### src/rtl/assert_macros.svh
//------------------------------------------------------------------------------
// assert_macros.svh
// assertion helpers, empty when synthesising
//------------------------------------------------------------------------------
`ifndef ASSERT_MACROS_SVH
`define ASSERT_MACROS_SVH
`ifndef SYNTHESIS
`define ASSERT_CLK(label, clk, rst, prop) \
  label: assert property (@(posedge clk) disable iff (rst) prop) \
    else $error("assertion failed");
`define ASSERT_ALWAYS(label, clk, prop) \
  label: assert property (@(posedge clk) prop) else $error("assertion failed");
`else
`define ASSERT_CLK(label, clk, rst, prop)
`define ASSERT_ALWAYS(label, clk, prop)
`endif
`endif

### src/rtl/smog_pkg.sv
//------------------------------------------------------------------------------
// smog_pkg
// shared types and constants of the median outlier gate
//------------------------------------------------------------------------------
package smog_pkg;

  localparam int KEY_W  = 64;
  localparam int DIST_W = 63;
  localparam int HIST_W = 10;
  localparam int OUT_W  = 72;

  localparam logic [KEY_W-1:0] SIGN_FLIP = {1'b1, {(KEY_W-1){1'b0}}};

  localparam logic [DIST_W-1:0] DIST_RESET = DIST_W'(3600000);
  localparam logic [HIST_W-1:0] HIST_RESET = HIST_W'(10);

  typedef logic [KEY_W-1:0] key_t;

  typedef enum logic [0:0] {
    REG_MAX_DISTANCE = 1'b0,
    REG_MIN_HISTORY  = 1'b1
  } reg_index_t;

  typedef enum logic [1:0] {
    CELL_HOLD,
    CELL_EVICT,
    CELL_INSERT
  } cell_op_t;

  typedef struct packed {
    cell_op_t op;
    key_t     ins_key;
    key_t     old_key;
  } cell_ctrl_t;

  typedef enum logic [2:0] {
    S_IDLE,
    S_EVICT,
    S_INSERT,
    S_GATHER,
    S_REDUCE,
    S_EMIT
  } state_t;

endpackage

### src/rtl/smog_cell.sv
//------------------------------------------------------------------------------
// smog_cell
// one slot of the sorted window, shifts left on evict and right on insert
//------------------------------------------------------------------------------
module smog_cell #(
  parameter int IDX = 0,
  parameter int CW  = 10
) (
  input  logic                clk,
  input  smog_pkg::cell_ctrl_t ctrl,
  input  logic [CW-1:0]       count,
  input  smog_pkg::key_t      left_key,
  input  logic                left_live,
  input  smog_pkg::key_t      right_key,
  output smog_pkg::key_t      key,
  output logic                live
);

  logic at_end;

  assign live   = CW'(IDX) < count;
  assign at_end = CW'(IDX) == count;

  always_ff @(posedge clk) begin
    case (ctrl.op)
      smog_pkg::CELL_EVICT: begin
        if (live && key >= ctrl.old_key) begin
          key <= right_key;
        end
      end
      smog_pkg::CELL_INSERT: begin
        if (left_live && left_key > ctrl.ins_key) begin
          key <= left_key;
        end else if (at_end || (live && key > ctrl.ins_key)) begin
          key <= ctrl.ins_key;
        end
      end
      default: begin
        key <= key;
      end
    endcase
  end

endmodule

### config.mk
export PLATFORM = sky130hd
export DESIGN_NAME = smog_cell
export DESIGN_NICKNAME = d
export VERILOG_FILES = /design/src/rtl/assert_macros.svh /design/src/rtl/smog_pkg.sv /design/src/rtl/smog_cell.sv
export SDC_FILE = /design/constraint.sdc
export NUM_CORES = 1
export LEC_CHECK = 0
export BUFFER_PORTS_ARGS = -buffer_cell sky130_fd_sc_hd__buf_2
export CORE_MARGIN = 2
export CORE_UTILIZATION = 52
export CTS_CLUSTER_SIZE = 20
export DETAILED_ROUTE_END_ITERATION = 12
export GPL_TIMING_DRIVEN = 0
export PLACE_DENSITY_LB_ADDON = 0.25
export SYNTH_ARGS = -nofsm -noshare
export SYNTH_HDL_FRONTEND = slang
export SYNTH_SLANG_ARGS = --single-unit
### constraint.sdc
create_clock -name clk -period 5.5 [get_ports clk]
set_input_delay 0.55 -clock clk [delete_from_list [all_inputs] [get_ports clk]]
set_output_delay 0.55 -clock clk [all_outputs]
set_load 0.005 [all_outputs]
==> metrics list <==
* Biggest cell delay along the critical path: 1000 ps
- EDFF count, synth: 64
- Power share of the combinational group: 38.6%
- Pin count of the biggest net entering global routing: 65
- Worst path setup slack after routing: 1556 ps
- Share of power burned in registers: 32.5%
- Final setup violation count: 0
- For the finished layout, the period the worst path requires is 3944 ps.
- The flow ran to the end, and the final reports show no timing, DRC or antenna violations.
- Area of the core region: 16640 um2
* FF+latch count, synth: 64
- The post-route netlist has 26.89% of its cells at a drive strength greater than 1.
* Start-to-end type of the worst setup path: register to register
- Relative slew slack: 24.02%
- The H-tree was split into 3 levels.
- In this run the vertical extent of the chip is 134.9 um.
- Summing over every cut layer, the via total after detailed routing is 10093.
* Post-synth net total: 1540
* Power dissipated by switching net loads: 0.7308 mW
- Clk_skew: 7.155 ps
- FMAX: 253.6 MHz
* Count of endpoints failing hold in the final timing report: 0
- In this run the tool buffered the top-level ports with 334 buffer cells.
- Counting flops with an async set or reset pin after synthesis yields a share of 0%.
- Power spread over the standard cell area amounts to 181.2 nW/um2.
- Of all nets on the critical path, the largest fanout is 64.
- P_int: 1.289 mW
- After detailed routing, the number of remaining DRC violations is 0.
- At the pin with the least slew margin, the transition time is 1129 ps.
* Maximum vdd drop: 0.0001646 V
* Detailed Route WL: 31.72 mm
- Worst-path cell chain: ha_1 -> nand4_1 -> nor4_1 -> o311a_1 -> o41ai_1 -> a31oi_1 -> a211o_4
- Most frequently used flop master after synthesis: edfxtp_1
* Data arrival at the endpoint of the critical path: 3910 ps
- Before CTS, the worst setup slack after placement is 1487 ps.
* Power consumption: 2.020 mW
- Vias per cell: 6.117
- Required time of the critical path: 5470 ps
- Overflow left after global routing: 0
* Horiz. Die Dim: 134.9 um
* Number of clock sinks seen by CTS: 64
* Most frequent cells in the layout: buf_2 (352), ha_1 (192), nand3_1 (146)
- The net count of the finished layout is 1885.
- After synthesis, the netlist uses 49 different library cells.
- The cell sitting at the root of the clock tree is a clkbuf_16.
- Dividing the detail-routed wire length by the instance count gives 19.23 um.
- Type of destination of the critical path: register
- Clock latency reported for the late side of the worst-skew pair: 350 ps
- Number of cells produced by synthesis: 1078
- Number of buffers added to fix hold violations after cts: 0
* Mean area per synthesized cell: 8.264 um2
* Max-cap violations: 0
* Leakage: 5.685 nW
- During synthesis, Yosys emitted a total of 0 warnings.
- Drt first-iter violations: 735
- CTS tree: done
- The longest clock path from root to sink contains 2 buffers.
- I/O pin count: 335
* Number of routed nets with antenna violations: 0
* Switching power as a share of total power: 36.17%
- More flip-flops sit in one register than any other, and that register is key.
- Setup total negative slack: 0 ps
* Via count of the first global-routing pass: 9546
* Resized cells post-CTS: 0
* Worst setup SP type: register
* Portion of total power attributed to the clock network: 28.8%
- From synthesis to final layout, the design area changed by 25.15%.
* Number of antenna violations at the first check in global routing: 7
- Once the floorplan was initialized, standard cells occupied 53.53% of the core.
* Netlist area before placement: 8909 um2
- For this run, the total global-route usage over all layers was measured as 33.84%.
- The largest registers in the layout are key: 64 flops.
- Clock-pin slew was measured on the worst setup and hold paths at 60 ps.
- The register with the most flip-flops in the layout has 64 of them.
* Die Area: 18200 um2
- Global-route wire length before repair: 48.13 mm
- The pre-antenna-repair detailed-routing pass consisted of 6 iterations.
- The tightest min-delay check is of the primary input to register type.
- Cell with the biggest individual delay on the critical path: nor4_1
* RSZ-0062 raised after global routing: false
* Number of max-slew violations in the final report: 0
* Final weighted congestion of routability-driven global placement: 0.9335
- The share of the Yosys chip area taken by registers is 21.57%.
* Standard-cell rows: 47
- Detailed placement finished with a half-perimeter wire length of 25.31 mm.
* Most common library cell in the layout ignoring fill and taps: buf_2
- Period utilization: 71.71%
- TritonCTS created 9 clock buffers.
- After clock tree synthesis, the setup repair step added 0 buffers.
-- power groups by stage --
stage | registers, mW | clock network, mW | logic [mW]
floorplan | 0.656 | 0 | 0.457
global placement | 0.669 | 0 | 0.741
detailed placement | 0.666 | 0 | 0.764
CTS | 0.656 | 0.581 | 0.771
global route | 0.662 | 0.603 | 0.874
finish | 0.657 | 0.583 | 0.780
-- final timing paths --
| kind | start | to | slack, ps | depth (start not counted) |
|---|---|---|---|---|
| worst max register to register | key[37] | key[34] | 1560 | 7 |
| worst min register to register | key[56] | key[48] | 1840 | 5 |
| worst min-delay path | right_key[17] | key[17] | 530 | 3 |
| worst max-delay path | key[37] | key[34] | 1560 | 7 |
-- synthesized netlist by cell type, types with 2 or more instances --
| cell type | number | share of area [%] |
|---|---|---|
| nor3_1 | 13 | 0.73 |
| buf_4 | 2 | 0.17 |
| o211ai_1 | 2 | 0.17 |
| o41ai_1 | 2 | 0.20 |
| nand2_1 | 37 | 1.6 |
| nand4_1 | 37 | 2.6 |
| nor4_1 | 5 | 0.35 |
| o22ai_1 | 4 | 0.28 |
| nand2b_1 | 3 | 0.21 |
| buf_1 | 4 | 0.17 |
| o21a_1 | 3 | 0.25 |
| a21oi_1 | 65 | 3.7 |
| nor2b_1 | 6 | 0.42 |
| o21ai_0 | 26 | 1.5 |
| ha_1 | 192 | 27 |
| o2111ai_1 | 65 | 6.4 |
| inv_1 | 133 | 5.6 |
| a21o_1 | 25 | 2.1 |
| nor2_1 | 75 | 3.2 |
| buf_6 | 14 | 1.8 |
| clkbuf_1 | 25 | 1.1 |
| a21boi_0 | 3 | 0.25 |
| and4_1 | 7 | 0.69 |
| and2_1 | 3 | 0.21 |
| a211oi_1 | 4 | 0.34 |
| buf_2 | 18 | 1.0 |
| a221oi_1 | 8 | 0.79 |
| nand3_1 | 146 | 8.2 |
| or3_1 | 3 | 0.21 |
| edfxtp_1 | 64 | 22 |
| a22oi_1 | 64 | 5.4 |
| a31oi_1 | 2 | 0.14 |
| a221o_1 | 2 | 0.22 |
-- worst max-delay path, delay by kind of cell, from the launching register on --
family,cells,cell delay [ps]
AO/OA/AOI/OAI,4,1500
AND/OR/NAND/NOR,2,1200
adder cells (fa/ha/maj),1,340
flip-flops,1,440
-- per-stage QoR --
step | cells | area, um2 | hold slack, ps | util, %
final | 1650 | 11150 | 530.7 | 67.00
after global placement | 1632 | 10860 | 875.9 | 65.23
after floorplan | 1078 | 8909 | 785.0 | -
after detailed placement | 1632 | 10860 | 881.0 | 65.28
after global routing | 1650 | 11150 | 538.1 | 67.00
after CTS | 1648 | 11140 | 526.9 | 66.96
-- logic make-up (layout without fill, tap and decap cells) --
group | after synthesis | after routing | synth area share [%]
AO/OA/AOI/OAI | 285 | 285 | 22.63
adder cells (fa/ha/maj) | 192 | 192 | 26.97
AND/OR/NAND/NOR | 341 | 341 | 19.06
flip-flops | 64 | 64 | 21.57
buffers and inverters | 196 | 546 | 9.775
other | 0 | 2 | 0
-- final cells by class --
cell class	count	area, um2
plain buffers	63	371.6
multi-input cells	818	6125
diodes	2	5.005
fillers	1470	5493
repair buffers	334	1672
clock inverters	5	47.55
clock buffers	11	232.7
flip-flops and latches	64	1922
well taps	220	275.3
inverters	133	499.2
-- metal layers --
layer  global-route usage, %  part of all wire (%)
met4                   16.49                   4.2
met1                   42.40                    40
met3                   6.119                   9.1
met5                       0                  0.14
met2                   56.15                    47
(Power assumes the default switching activity.)
